**src/rtl/deflate_fixed_huffman_encoder_core_defines.svh**
```systemverilog
// assertion macros shared by the deflate fixed huffman encoder rtl
// no dependencies; the using module must have clk and rst_n in scope
`ifndef DEFLATE_FIXED_HUFFMAN_ENCODER_CORE_DEFINES_SVH
`define DEFLATE_FIXED_HUFFMAN_ENCODER_CORE_DEFINES_SVH

`ifndef SYNTHESIS
// clocked property, ignored while in reset
`define DFHE_ASSERT(lbl, prop) \
  lbl: assert property (@(posedge clk) disable iff (!rst_n) prop) \
    else $error("dfhe assertion failed");
// clocked property, checked during reset too
`define DFHE_ASSERT_ALWAYS(lbl, prop) \
  lbl: assert property (@(posedge clk) prop) \
    else $error("dfhe assertion failed");
`else
`define DFHE_ASSERT(lbl, prop)
`define DFHE_ASSERT_ALWAYS(lbl, prop)
`endif

`endif

```
**src/rtl/dfhe_pkg.sv**
```systemverilog
// types, constants and tables for the deflate fixed huffman encoder
// no dependencies
package dfhe_pkg;

  typedef enum logic [1:0] {
    MODE_BEGIN   = 2'd0,
    MODE_LITERAL = 2'd1,
    MODE_MATCH   = 2'd2,
    MODE_END     = 2'd3
  } mode_t;

  typedef struct packed {
    logic [30:0] bits;
    logic [4:0]  cnt;
    logic        is_begin;
    logic        is_end;
    logic        fin;
  } tok_code_t;

  localparam logic [1:0] BTYPE_FIXED      = 2'b01;
  localparam logic [7:0] LIT_SPLIT        = 8'd143;
  localparam logic [7:0] LIT_CODE_LO      = 8'h30;
  localparam logic [8:0] LIT_CODE_HI      = 9'h190;
  localparam logic [8:0] LIT_HI_FIRST     = 9'd144;
  localparam logic [4:0] LEN_IDX_SPLIT    = 5'd22;
  localparam logic [8:0] LEN_CODE_HI_BASE = 9'h0C0;
  localparam logic [8:0] LEN_MIN          = 9'd3;
  localparam logic [8:0] LEN_MAX          = 9'd258;
  localparam logic [15:0] DIST_MAX        = 16'd32768;

  localparam logic [8:0] LEN_BASE [29] = '{
    9'd3, 9'd4, 9'd5, 9'd6, 9'd7, 9'd8, 9'd9, 9'd10, 9'd11, 9'd13, 9'd15, 9'd17,
    9'd19, 9'd23, 9'd27, 9'd31, 9'd35, 9'd43, 9'd51, 9'd59, 9'd67, 9'd83, 9'd99,
    9'd115, 9'd131, 9'd163, 9'd195, 9'd227, 9'd258};
  localparam logic [2:0] LEN_EXTRA [29] = '{
    3'd0, 3'd0, 3'd0, 3'd0, 3'd0, 3'd0, 3'd0, 3'd0, 3'd1, 3'd1, 3'd1, 3'd1,
    3'd2, 3'd2, 3'd2, 3'd2, 3'd3, 3'd3, 3'd3, 3'd3, 3'd4, 3'd4, 3'd4, 3'd4,
    3'd5, 3'd5, 3'd5, 3'd5, 3'd0};
  localparam logic [15:0] DIST_BASE [30] = '{
    16'd1, 16'd2, 16'd3, 16'd4, 16'd5, 16'd7, 16'd9, 16'd13, 16'd17, 16'd25,
    16'd33, 16'd49, 16'd65, 16'd97, 16'd129, 16'd193, 16'd257, 16'd385,
    16'd513, 16'd769, 16'd1025, 16'd1537, 16'd2049, 16'd3073, 16'd4097,
    16'd6145, 16'd8193, 16'd12289, 16'd16385, 16'd24577};
  localparam logic [3:0] DIST_EXTRA [30] = '{
    4'd0, 4'd0, 4'd0, 4'd0, 4'd1, 4'd1, 4'd2, 4'd2, 4'd3, 4'd3, 4'd4, 4'd4,
    4'd5, 4'd5, 4'd6, 4'd6, 4'd7, 4'd7, 4'd8, 4'd8, 4'd9, 4'd9, 4'd10, 4'd10,
    4'd11, 4'd11, 4'd12, 4'd12, 4'd13, 4'd13};

  // reverse the low n bits of v, msb-first huffman code into lsb-first order
  function automatic logic [8:0] rev_bits(input logic [8:0] v, input logic [3:0] n);
    logic [8:0] r;
    for (int k = 0; k < 9; k++) begin
      r[k] = v[8-k];
    end
    return r >> (4'd9 - n);
  endfunction

endpackage

```
**src/rtl/deflate_fixed_huffman_encoder_core.sv**
```systemverilog
// top level: input register, token encoder and output byte buffer
// first byte of a token is valid once the byte buffer takes it from the input register and loads the output register
// a token of n bytes holds the output register until its n bytes are popped (match up to 4)
// tokens of no bytes go at one per cycle, tokens of one byte at one per cycle while out_ready is high
// synchronous active-low reset clears pending bits, final flag and all valid flags
module deflate_fixed_huffman_encoder_core import dfhe_pkg::*; (
  input  logic        clk,
  input  logic        rst_n,
  input  logic        in_valid,
  output logic        in_ready,
  input  logic [1:0]  in_mode,
  input  logic        in_final_block,
  input  logic [7:0]  in_literal_byte,
  input  logic [8:0]  in_match_length,
  input  logic [15:0] in_match_distance,
  output logic        out_valid,
  input  logic        out_ready,
  output logic [7:0]  out_byte,
  output logic        out_last_of_run
);

  logic        tok_vld_r;
  mode_t       mode_r;
  logic        fin_r;
  logic [7:0]  lit_r;
  logic [8:0]  len_r;
  logic [15:0] dist_r;
  tok_code_t   code;
  logic        tok_take;

  assign in_ready = !tok_vld_r || tok_take;

  always_ff @(posedge clk) begin
    if (!rst_n) begin
      tok_vld_r <= 1'b0;
    end else if (in_ready) begin
      tok_vld_r <= in_valid;
    end
  end

  always_ff @(posedge clk) begin
    if (in_valid && in_ready) begin
      mode_r <= mode_t'(in_mode);
      fin_r  <= in_final_block;
      lit_r  <= in_literal_byte;
      len_r  <= in_match_length;
      dist_r <= in_match_distance;
    end
  end

  dfhe_token_enc u_enc (
    .mode           (mode_r),
    .final_block    (fin_r),
    .literal_byte   (lit_r),
    .match_length   (len_r),
    .match_distance (dist_r),
    .code           (code)
  );

  dfhe_byte_buf u_buf (
    .clk       (clk),
    .rst_n     (rst_n),
    .tok_vld   (tok_vld_r),
    .tok       (code),
    .tok_take  (tok_take),
    .out_valid (out_valid),
    .out_ready (out_ready),
    .out_byte  (out_byte),
    .out_last  (out_last_of_run)
  );

endmodule

```
**src/rtl/dfhe_token_enc.sv**
```systemverilog
// turns one registered token into its lsb-first bit string and bit count
// depends on dfhe_pkg
module dfhe_token_enc import dfhe_pkg::*; (
  input  mode_t       mode,
  input  logic        final_block,
  input  logic [7:0]  literal_byte,
  input  logic [8:0]  match_length,
  input  logic [15:0] match_distance,
  output tok_code_t   code
);

  logic [8:0]  len_c;
  logic [15:0] dist_c;
  logic [4:0]  lidx;
  logic [4:0]  didx;
  logic [8:0]  hcode;
  logic [4:0]  hcnt;
  logic [4:0]  lext;
  logic [4:0]  lecnt;
  logic [12:0] dext;
  logic [4:0]  decnt;
  logic [4:0]  dsym;
  logic [4:0]  sh_dsym;
  logic [4:0]  sh_dext;

  always_comb begin
    len_c = match_length;
    if (match_length < LEN_MIN) begin
      len_c = LEN_MIN;
    end else if (match_length > LEN_MAX) begin
      len_c = LEN_MAX;
    end
    dist_c = match_distance;
    if (match_distance == 16'd0) begin
      dist_c = 16'd1;
    end else if (match_distance > DIST_MAX) begin
      dist_c = DIST_MAX;
    end

    lidx = '0;
    for (int i = 1; i < 29; i++) begin
      if (len_c >= LEN_BASE[i]) lidx = 5'(i);
    end
    didx = '0;
    for (int i = 1; i < 30; i++) begin
      if (dist_c >= DIST_BASE[i]) didx = 5'(i);
    end

    lext  = 5'(len_c - LEN_BASE[lidx]);
    lecnt = {2'b00, LEN_EXTRA[lidx]};
    dext  = 13'(dist_c - DIST_BASE[didx]);
    decnt = {1'b0, DIST_EXTRA[didx]};
    dsym  = 5'(rev_bits({4'd0, didx}, 4'd5));

    if (lidx <= LEN_IDX_SPLIT) begin
      hcode = rev_bits(9'(lidx) + 9'd1, 4'd7);
      hcnt  = 5'd7;
    end else begin
      hcode = rev_bits(LEN_CODE_HI_BASE + 9'(lidx) - 9'(LEN_IDX_SPLIT) - 9'd1, 4'd8);
      hcnt  = 5'd8;
    end
    sh_dsym = hcnt + lecnt;
    sh_dext = sh_dsym + 5'd5;

    code.is_begin = (mode == MODE_BEGIN);
    code.is_end   = (mode == MODE_END);
    code.fin      = final_block;

    case (mode)
      MODE_BEGIN: begin
        code.bits = {28'd0, BTYPE_FIXED, final_block};
        code.cnt  = 5'd3;
      end
      MODE_LITERAL: begin
        if (literal_byte <= LIT_SPLIT) begin
          code.bits = {22'd0, rev_bits({1'b0, LIT_CODE_LO + literal_byte}, 4'd8)};
          code.cnt  = 5'd8;
        end else begin
          code.bits = {22'd0, rev_bits(LIT_CODE_HI + {1'b0, literal_byte} - LIT_HI_FIRST,
                                       4'd9)};
          code.cnt  = 5'd9;
        end
      end
      MODE_MATCH: begin
        code.bits = 31'(hcode) | (31'(lext) << hcnt) | (31'(dsym) << sh_dsym)
                  | (31'(dext) << sh_dext);
        code.cnt  = sh_dext + decnt;
      end
      MODE_END: begin
        code.bits = '0;
        code.cnt  = 5'd7;
      end
      default: begin
        code.bits = '0;
        code.cnt  = '0;
      end
    endcase
  end

endmodule

```
**src/rtl/dfhe_byte_buf.sv**
```systemverilog
// joins token bits to the pending bits and holds the completed bytes for output
// depends on dfhe_pkg and the assertion macro header
`include "deflate_fixed_huffman_encoder_core_defines.svh"

module dfhe_byte_buf import dfhe_pkg::*; (
  input  logic      clk,
  input  logic      rst_n,
  input  logic      tok_vld,
  input  tok_code_t tok,
  output logic      tok_take,
  output logic      out_valid,
  input  logic      out_ready,
  output logic [7:0] out_byte,
  output logic      out_last
);

  logic [6:0]  pbits_r, pbits_nxt;
  logic [2:0]  pcnt_r, pcnt_nxt;
  logic        final_r, final_nxt;
  logic [31:0] data_r;
  logic [2:0]  bcnt_r;

  logic [37:0] acc;
  logic [37:0] rest;
  logic [5:0]  total;
  logic        pad;
  logic [2:0]  nbytes;
  logic        can_load;
  logic        load;
  logic        pop;

  always_comb begin
    acc      = 38'(pbits_r) | (38'(tok.bits) << pcnt_r);
    total    = 6'(pcnt_r) + 6'(tok.cnt);
    pad      = tok.is_end && final_r && (total[2:0] != 3'd0);
    nbytes   = 3'(total >> 3) + {2'b00, pad};
    rest     = acc >> {nbytes, 3'b000};
    can_load = (bcnt_r == 3'd0) || ((bcnt_r == 3'd1) && out_ready);
    tok_take = tok_vld && ((nbytes == 3'd0) || can_load);
    load     = tok_take && (nbytes != 3'd0);
    pop      = (bcnt_r != 3'd0) && out_ready;
    pbits_nxt = pad ? 7'd0 : rest[6:0];
    pcnt_nxt  = pad ? 3'd0 : total[2:0];
    final_nxt = tok.is_begin ? tok.fin : final_r;
  end

  always_ff @(posedge clk) begin
    if (!rst_n) begin
      pbits_r <= '0;
      pcnt_r  <= '0;
      final_r <= 1'b0;
      bcnt_r  <= '0;
    end else begin
      if (tok_take) begin
        pbits_r <= pbits_nxt;
        pcnt_r  <= pcnt_nxt;
        final_r <= final_nxt;
      end
      if (load) begin
        bcnt_r <= nbytes;
      end else if (pop) begin
        bcnt_r <= bcnt_r - 3'd1;
      end
    end
  end

  always_ff @(posedge clk) begin
    if (load) begin
      data_r <= acc[31:0];
    end else if (pop) begin
      data_r <= data_r >> 8;
    end
  end

  assign out_valid = (bcnt_r != 3'd0);
  assign out_byte  = data_r[7:0];
  assign out_last  = (bcnt_r == 3'd1);

  `DFHE_ASSERT(a_pend_clean, (pbits_r >> pcnt_r) == 7'd0)
  `DFHE_ASSERT(a_final_flush, (tok_take && tok.is_end && final_r) |=> (pcnt_r == 3'd0))
  `DFHE_ASSERT(a_pop_count, (pop && !load) |=> (bcnt_r == $past(bcnt_r) - 3'd1))
  `DFHE_ASSERT_ALWAYS(a_reset_idle, !rst_n |=> (bcnt_r == 3'd0 && pcnt_r == 3'd0))

endmodule
```
**config.mk**
```make
export PLATFORM = sky130hd
export DESIGN_NAME = deflate_fixed_huffman_encoder_core
export DESIGN_NICKNAME = d
export VERILOG_FILES = /design/src/rtl/dfhe_pkg.sv /design/src/rtl/deflate_fixed_huffman_encoder_core.sv /design/src/rtl/dfhe_token_enc.sv /design/src/rtl/dfhe_byte_buf.sv
export VERILOG_INCLUDE_DIRS = /design/src /design/src/rtl
export SDC_FILE = /design/constraint.sdc
export NUM_CORES = 1
export LEC_CHECK = 0
export BUFFER_PORTS_ARGS = -buffer_cell sky130_fd_sc_hd__buf_2
export CAP_MARGIN = 15
export CORE_MARGIN = 2
export CORE_UTILIZATION = 55
export DETAILED_ROUTE_END_ITERATION = 8
export PLACE_DENSITY = 0.72
export SYNTH_ARGS = -nofsm -noshare
export SYNTH_HDL_FRONTEND = slang
export SYNTH_HIERARCHICAL = 1
export SYNTH_SLANG_ARGS = --single-unit
```
**constraint.sdc**
```tcl
create_clock -name clk -period 13.25 [get_ports clk]
set_input_delay 2.65 -clock clk [delete_from_list [all_inputs] [get_ports clk]]
set_output_delay 2.65 -clock clk [all_outputs]
set_load 0.03 [all_outputs]
```
Word-level counts from Yosys, hierarchy flattened
Memory sizes are Yosys's and may differ from the RTL's.
Cells that the tools add are included.
{"block": "word_totals", "out_inout_bits": 11, "regBits": 83, "mem_bits_ro": 1024, "n_memories": 4}
{"memory": "(no name shown)", "depth": 32, "word_bits": 16, "read_ports": 1, "rd_ports_with_merged_regs": 0, "write_ports": 0, "line": "dfhe_token_enc.sv:51", "rtl": "dext = 13'(dist_c - DIST_BASE[didx]);"}
{"memory": "(no name shown)", "depth": 32, "word_bits": 9, "read_ports": 1, "rd_ports_with_merged_regs": 0, "write_ports": 0, "line": "dfhe_token_enc.sv:49", "rtl": "lext = 5'(len_c - LEN_BASE[lidx]);"}
{"memory": "(no name shown)", "depth": 32, "word_bits": 4, "read_ports": 1, "rd_ports_with_merged_regs": 0, "write_ports": 0, "line": "dfhe_token_enc.sv:52", "rtl": "decnt = {1'b0, DIST_EXTRA[didx]};"}
{"memory": "(no name shown)", "depth": 32, "word_bits": 3, "read_ports": 1, "rd_ports_with_merged_regs": 0, "write_ports": 0, "line": "dfhe_token_enc.sv:50", "rtl": "lecnt = {2'b00, LEN_EXTRA[lidx]};"}
{"block": "op_classes", "n_shift": 5, "n_addsub": 15, "order_cmp": 64, "n_bitwise": 6, "n_mux": 79, "reduce_logical": 20, "n_eq_ne": 4}
{"operator": "$mux 5", "n": 29}
{"operator": "$pmux 36 s4", "n": 1}
{"operator": "$mux 4", "n": 19}
{"operator": "$mux 32", "n": 2}
{"operator": "$or 31x31->31", "n": 2}
{"operator": "$ge 9x4->1 const B", "n": 6}
{"operator": "$ge 16x3->1 const B", "n": 3}
{"operator": "$ge 9x5->1 const B", "n": 5}
{"operator": "$mux 3", "n": 13}
{"operator": "$or 7x38->38", "n": 1}
{"operator": "$shl 31x3->38", "n": 1}
{"operator": "$shr 38x6->7", "n": 1}
{"operator": "$ge 9x3->1 const B", "n": 4}
{"operator": "$ge 9x6->1 const B", "n": 4}
{"operator": "$ge 9x7->1 const B", "n": 4}
{"operator": "$ge 9x8->1 const B", "n": 4}
{"operator": "$ge 16x10->1 const B", "n": 2}
{"operator": "$ge 16x11->1 const B", "n": 2}
{"operator": "$ge 16x12->1 const B", "n": 2}
{"operator": "$ge 16x13->1 const B", "n": 2}
{"operator": "$ge 16x14->1 const B", "n": 2}
{"operator": "$ge 16x15->1 const B", "n": 2}
{"operator": "$ge 16x2->1 const B", "n": 2}
{"operator": "$ge 16x4->1 const B", "n": 2}
{"operator": "other kinds (52)", "n": 78}

Depth between registers and ports, before layout
Gate-level depths: netlist of run 1.
{"block": "depth", "ltp_word": 51, "depth_mapped": 37}

Modules after synthesis
The synthesis of run 1 kept the hierarchy.
{"module": "dfhe_token_enc", "instances": 1, "cells_each": 915, "seq_area_each_um2": 0.0, "area_each_um2": 5908.2}
{"module": "dfhe_byte_buf", "instances": 1, "cells_each": 362, "seq_area_each_um2": 1241.2, "area_each_um2": 3727.3}
{"module": "deflate_fixed_huffman_encoder_core", "instances": 1, "cells_each": 41, "seq_area_each_um2": 1101.1, "area_each_um2": 1138.6}

Worst setup path after synthesis of run 1
No wires, ideal clock.
{"block": "synth_path", "path_kind": "register to output", "from": "register len_r[1]", "to": "output in_ready", "stages_incl_launch_ff": 35, "path_slack_ns": 2.642, "arrival_time_ns": 7.958, "required_ns": 10.600, "path_cell_list": "edfxtp_1 clkbuf_1 a2111o_1 a21boi_1 o31a_1 o21ai_0 nand2b_1 clkbuf_1 ha_1 nand2_1 a21boi_1 inv_1 clkbuf_1 ha_1 inv_1 fa_1 clkinv_1 ha_1 xnor2_1 clkinv_1 clkbuf_1 ha_1 xor2_1 o21a_1 ha_1 xnor2_1 o311ai_1 inv_1 ha_1 ha_1 nor2_1 nand2_1 o31a_1 clkinv_1 nand2b_4"}
{"element": "start: declaration", "line": "deflate_fixed_huffman_encoder_core.sv:26", "rtl": "logic [8:0] len_r;"}
{"element": "start signal: assignment", "line": "deflate_fixed_huffman_encoder_core.sv:46", "rtl": "len_r <= in_match_length;"}
{"element": "end: declaration", "line": "deflate_fixed_huffman_encoder_core.sv:10", "rtl": "output logic in_ready,"}

==> metrics.yaml, run 1 <==
worst_setup_path:
  crit_path_frequent_cell: "ha_1"
  crit_slowest_cell: "fa_2"
  critPathMaxFanout: 18
  worstPathArrival_ns: 9.81
  crit_required_ns: 10.60
  cp-end-kind: "primary output"
  critPathMaxStageDelay_ns: 0.68
  start_kind: "register"
  crit_type: "register to primary output"
floorplan:
  die_w_um: 144
  num_io_pins: 51
  core_area_mm2: 0.0193
  die_h_um: 144
  initial_utilization: 0.557
  die_area_mm2: 0.0207
  row_count: 51
grt:
  grt_first_pass_wirelength_um: 49900
  antenna_found_initial: 0
  grt_pass1_vias: 9590
  grt_max_degree: 52
  grt-ovfl-total: 0
  track_usage: 0.303
power:
  p_seq_frac: 0.193
  leakagePower_nw: 4.08
  p_sw_frac: 0.527
  clock_power_share: 0.105
  p_int_mw: 1.18
  p_sw_mw: 1.31
  ir_drop_uv: 122
  power_mw: 2.49
  powerDensity_mw_per_mm2: 219
  comb_power_share: 0.702
synthesis:
  seq_area_frac_synth: 0.217
  async_flop_share: 0
  synth_top_area_share: 0.190
  netlist_area_mm2: 0.0108
  yosysTopAreaCell: "edfxtp_1"
  synth_edf_count: 68
  synthDistinctLibCells: 106
  yosys_warnings: 6
  syn_nets: 1412
  synthCells: 1318
  synth.area.top_cells: "edfxtp_1, ha_1, mux2i_1, nand2_1, mux4_2"
  yosysMostFrequentCell: "nand2_1"
  ys_ff_latch: 83
  synth_top_cells_by_count: "nand2_1, nor2_1, a21oi_1, o21ai_0, edfxtp_1"
  synthFlopType: "edfxtp_1"
  syn_area_per_cell_um2: 8.17
sta:
  max_freq_ghz: 0.0803
  setup_viol: 0
  final-hold-violation-count: 0
  post-route-period-util: 0.940
  whs_ns: 0.462
  rsz0062_at_grt: "false"
  period_minus_slack_ns: 12.46
  slew_viol_final: 0
  slew-limit-headroom: 0.305
  fin_worst_skew_ns: 0.0140
  worst_slew_pin_slew_ns: 1.04
  final.setup.tns_ns: 0
  final.setup.worst_slack_ns: 0.789
finish:
  finalInstanceArea_mm2: 0.0114
  layout-drive-gt1-share: 0.133
  multi_input_area_mm2: 0.00777
  num_antenna_cells: 0
  utilization: 0.588
  regArea_mm2: 0.00234
  syn_to_final_growth_pct: 5.59
  final_cell_count_no_fill: 1567
  fill_cells: 1792
  final_nets: 1391
clock_tree:
  worst_skew_pair.late_latency_ns: 0.36
  htreeDepth: 3
  cts_sinks: 83
  cts.path.max_buffers: 2
  clkSlewWorstSetupHoldPaths_ns: 0.08
  cts_hold_buf: 0
  cts_tree: "yes"
  cts.repair.resized: 0
  numCtsBuffers: 9
  cts_setup_buffers: 0
  clock-root-buffer: "clkbuf_16"
drt:
  finalWirelength_um: 31800
  vias: 10608
  drc: 0
  wl_per_cell_um: 20.3
  ant_nets: 0
  drtPass1Iterations: 5
  drtIter0Drc: 1226
  avgViaCountPerCell: 6.77
min_path:
  hp-class: "register to register"
place:
  io_buffer_count: 50
  routabilityCongestion: 0.989
  dpl.hpwl_um: 23800
  post_dp_cell_area_mm2: 0.0110
  place_ws_ns: 0.780
  dp.cells: 1551
flow_run:
  drv_cap: 0
status:
  status: "finished, final reports clean"
## layout by cell type, fill, tap and decap left out, drive strengths merged, types with 13 or more instances in the layout
cell / n
nor3: 43
edfxtp: 68
nand2: 144
mux4: 26
a21o: 14
dfxtp: 15
o211ai: 22
ha: 49
o21ai: 81
buf: 70
nand2b: 29
mux2i: 61
a211oi: 16
o31ai: 13
xnor2: 25
o21a: 15
nor2: 98
inv: 57
nand3: 43
nor2b: 21
o22ai: 22
a21oi: 78
a31oi: 19
## per-layer routing
layer / up-vias / GRT usage / wire length (um)
li1: 5015 / - / -
met1: 4994 / 0.418 / 14000
met2: 497 / 0.488 / 14500
met3: 102 / 0.0427 / 2270
met4: 0 / 0.103 / 1060
met5: - / 0 / 0
## registers in the layout, summed over array words and instances, names as in the netlist
signal,flops
fin_r,1
lit_r,8
u_buf/pbits_r,7
u_buf/bcnt_r,3
u_buf/pcnt_r,3
u_buf/final_r,1
u_buf/data_r,32
tok_vld_r,1
mode_r,2
len_r,9
dist_r,16
## power groups by stage
| stage | Sequential, mW | Clock (mW) | Combinational, mW |
|---|---|---|---|
| 3_3_place_gp | 0.482 | 0 | 1.67 |
| 6_report | 0.479 | 0.261 | 1.75 |
| 2_1_floorplan | 0.432 | 0 | 1.33 |
| 3_5_place_dp | 0.485 | 0 | 1.68 |
| 4_1_cts | 0.479 | 0.265 | 1.69 |
| 5_1_grt | 0.493 | 0.274 | 1.88 |
## worst max-delay path, delay by kind of cell, from the launching register on
family	cells	cell delay, ns
and+or+nand+nor	7	1.84
AOI/OAI and AO/OA	5	1.57
adders and majority gates	8	2.72
DFF	1	0.61
xor gates and xnor gates	4	0.68
buffers and inverters	9	2.00
## cells by family (layout without fill, tap and decap cells)
| kind of cell | after synthesis | in the layout | synth area share |
|---|---|---|---|
| flip-flops | 83 | 83 | 0.217 |
| AO/OA/AOI/OAI | 429 | 429 | 0.288 |
| adder cells (fa/ha/maj) | 55 | 55 | 0.0671 |
| AND/OR/NAND/NOR | 460 | 460 | 0.212 |
| buffers and inverters | 162 | 146 | 0.0656 |
| multiplexers | 98 | 98 | 0.125 |
| XOR/XNOR | 31 | 31 | 0.0252 |
## area by class of cell
type | instances | share of cell area
well taps | 265 | 0.0291
clock buffers | 9 | 0.0198
multi-input cells | 1073 | 0.683
repair buffers | 70 | 0.0352
flip-flops and latches | 83 | 0.206
inverters | 60 | 0.0205
clock inverters | 7 | 0.00616
## final timing paths
check | cells past startpoint | from | slack [ns] | end
setup / recovery | 33 | len_r[7] | 0.79 | in_ready
hold / removal | 2 | u_buf/pbits_r[0] | 0.46 | u_buf/pbits_r[0]
setup reg to reg | 33 | len_r[7] | 3.17 | dist_r[0]
hold reg to reg | 2 | u_buf/pbits_r[0] | 0.46 | u_buf/pbits_r[0]
Power figures use the tool's default switching activity.
==> run 2, diff against run 1 <==
CORE_ASPECT_RATIO = 1.75   (was unset)
==> metrics.yaml, run 2 (same netlist as run 1, synthesis figures left out) <==
status:
  status: "finished, final reports clean"  # unchanged
clock_tree:
  cts_sinks: 83  # unchanged
  cts_tree: "yes"  # unchanged
  cts.path.max_buffers: 2  # unchanged
  worst_skew_pair.late_latency_ns: 0.38  # was 0.36 ns
  numCtsBuffers: 9  # unchanged
  cts_setup_buffers: 0  # unchanged
  cts_hold_buf: 0  # unchanged
  clkSlewWorstSetupHoldPaths_ns: 0.07  # was 0.08 ns
  clock-root-buffer: "clkbuf_16"  # unchanged
  cts.repair.resized: 0  # unchanged
  htreeDepth: 3  # unchanged
floorplan:
  num_io_pins: 51  # unchanged
  row_count: 67  # was 51
  core_area_mm2: 0.0192  # was 0.0193 mm^2
  die_h_um: 189  # was 144 um
  die_w_um: 110  # was 144 um
  die_area_mm2: 0.0208  # was 0.0207 mm^2
  initial_utilization: 0.561  # was 0.557
drt:
  drc: 0  # unchanged
  avgViaCountPerCell: 6.95  # was 6.77
  ant_nets: 0  # unchanged
  finalWirelength_um: 35100  # was 31,800 um
  vias: 10780  # was 10,608
  drtIter0Drc: 963  # was 1,226
  drtPass1Iterations: 7  # was 5
  wl_per_cell_um: 22.6  # was 20.3 um
finish:
  top_regs: "u_buf/data_r x32, dist_r x16, len_r x9"  # unchanged
  final_common_cell: "nand2_1"  # unchanged
  final_nets: 1399  # was 1,391
  num_antenna_cells: 0  # unchanged
  largest_reg_flops: 32  # unchanged
  layout-drive-gt1-share: 0.134  # was 0.133
  syn_to_final_growth_pct: 5.69  # was 5.59%
  layout_common_cells: "nand2_1, nor2_1, a21oi_1"  # unchanged
  fill_cells: 1760  # was 1,792
  largest-register: "u_buf/data_r"  # unchanged
sta:
  setup_viol: 0  # unchanged
  worst_slew_pin_slew_ns: 1.24  # was 1.04 ns
  max_freq_ghz: 0.0807  # was 0.0803 GHz
  final.setup.tns_ns: 0  # unchanged
  slew_viol_final: 0  # unchanged
  period_minus_slack_ns: 12.39  # was 12.46 ns
  fin_worst_skew_ns: 0.0170  # was 0.0140 ns
  slew-limit-headroom: 0.162  # was 0.305
  rsz0062_at_grt: "false"  # unchanged
  post-route-period-util: 0.935  # was 0.940
  final-hold-violation-count: 0  # unchanged
grt:
  grt_max_degree: 52  # unchanged
  grt_first_pass_wirelength_um: 54900  # was 49,900 um
  grt-ovfl-total: 0  # unchanged
  antenna_found_initial: 0  # unchanged
  grt_pass1_vias: 10475  # was 9,590
  track_usage: 0.345  # was 0.303
worst_setup_path:
  critPathMaxFanout: 17  # was 18
  cp-end-kind: "primary output"  # unchanged
  crit_slowest_cell: "fa_1"  # was fa_2
  critPathMaxStageDelay_ns: 0.80  # was 0.68 ns
  start_kind: "register"  # unchanged
  crit_path_frequent_cell: "ha_1"  # unchanged
  crit_type: "register to primary output"  # unchanged
  crit_required_ns: 10.60  # about the same
  worstPathArrival_ns: 9.74  # was 9.81 ns
place:
  dpl.hpwl_um: 27500  # was 23,800 um
  io_buffer_count: 50  # unchanged
  routabilityCongestion: 1.09  # was 0.989
power:
  p_sw_frac: 0.537  # was 0.527
  p_int_mw: 1.20  # was 1.18 mW
  clock_power_share: 0.101  # was 0.105
  comb_power_share: 0.723  # was 0.702
  leakagePower_nw: 4.12  # was 4.08 nW
  power_mw: 2.59  # was 2.49 mW
  ir_drop_uv: 203  # was 122 uV
  p_sw_mw: 1.39  # was 1.31 mW
  powerDensity_mw_per_mm2: 227  # was 219 mW/mm^2
  p_seq_frac: 0.176  # was 0.193
flow_run:
  drv_cap: 0  # unchanged
min_path:
  hp-class: "register to register"  # unchanged
run 2: changes by cell type in the layout (fill, tap and decap cells not counted), sizes merged:
cell / change
buf: +7
clkbuf: +3
inv: -2
run 2: layout make-up:
class,count,area [um^2],area share
multi-input cells,1073,7760,0.682
flip-flops and latches,83,2340,0.206
repair buffers,78,458,0.0402
well taps,241,302,0.0265
clock buffers,11,254,0.0223
inverters,60,225,0.0198
clock inverters,5,42.5,0.00374
run 2: final timing paths:
kind	start	to	slack, ns	cells after the start
max reg2reg	len_r[3]	dist_r[11]	3.27	32
min reg2reg	u_buf/pbits_r[0]	u_buf/pbits_r[0]	0.48	2
max	len_r[3]	in_ready	0.86	30
min	u_buf/pbits_r[0]	u_buf/pbits_r[0]	0.48	2
run 2: metrics by stage:
stage / setup WS [ns] / cell area [um^2] / utilization / cells / hold slack (ns)
final: 0.860 / 11400 / 0.593 / 1551 / 0.475
after floorplan: 2.64 / 10800 / - / 1318 / 0.429
after CTS: 0.611 / 11400 / 0.592 / 1549 / 0.471
after global placement: 1.33 / 11100 / 0.576 / 1533 / 0.466
after detailed placement: 1.02 / 11100 / 0.576 / 1533 / 0.455
after global routing: 0.0834 / 11400 / 0.593 / 1551 / 0.503
run 2: layer usage:
layer	up-vias	GRT usage	part of all wire
met4	0	0.315	0.11
met5	-	0	0
met2	515	0.603	0.51
li1	5038	-	-
met3	223	0.0750	0.051
met1	5004	0.319	0.33
run 2: worst max-delay path: cells and delay by family (launching register included):
family	cells	cell delay (ns)
AOI/OAI and AO/OA	6	1.96
adders and majority gates	8	3.14
and+or+nand+nor	7	1.74
DFF	1	0.60
buffers and inverters	8	1.74
xor gates and xnor gates	1	0.16
run 2: power groups by stage:
stage	logic, mW	clock network (mW)	registers, mW
floorplan	1.33	0	0.432
global placement	1.77	0	0.458
detailed placement	1.78	0	0.462
CTS	1.79	0.263	0.457
global route	2.00	0.274	0.468
finish	1.87	0.261	0.456
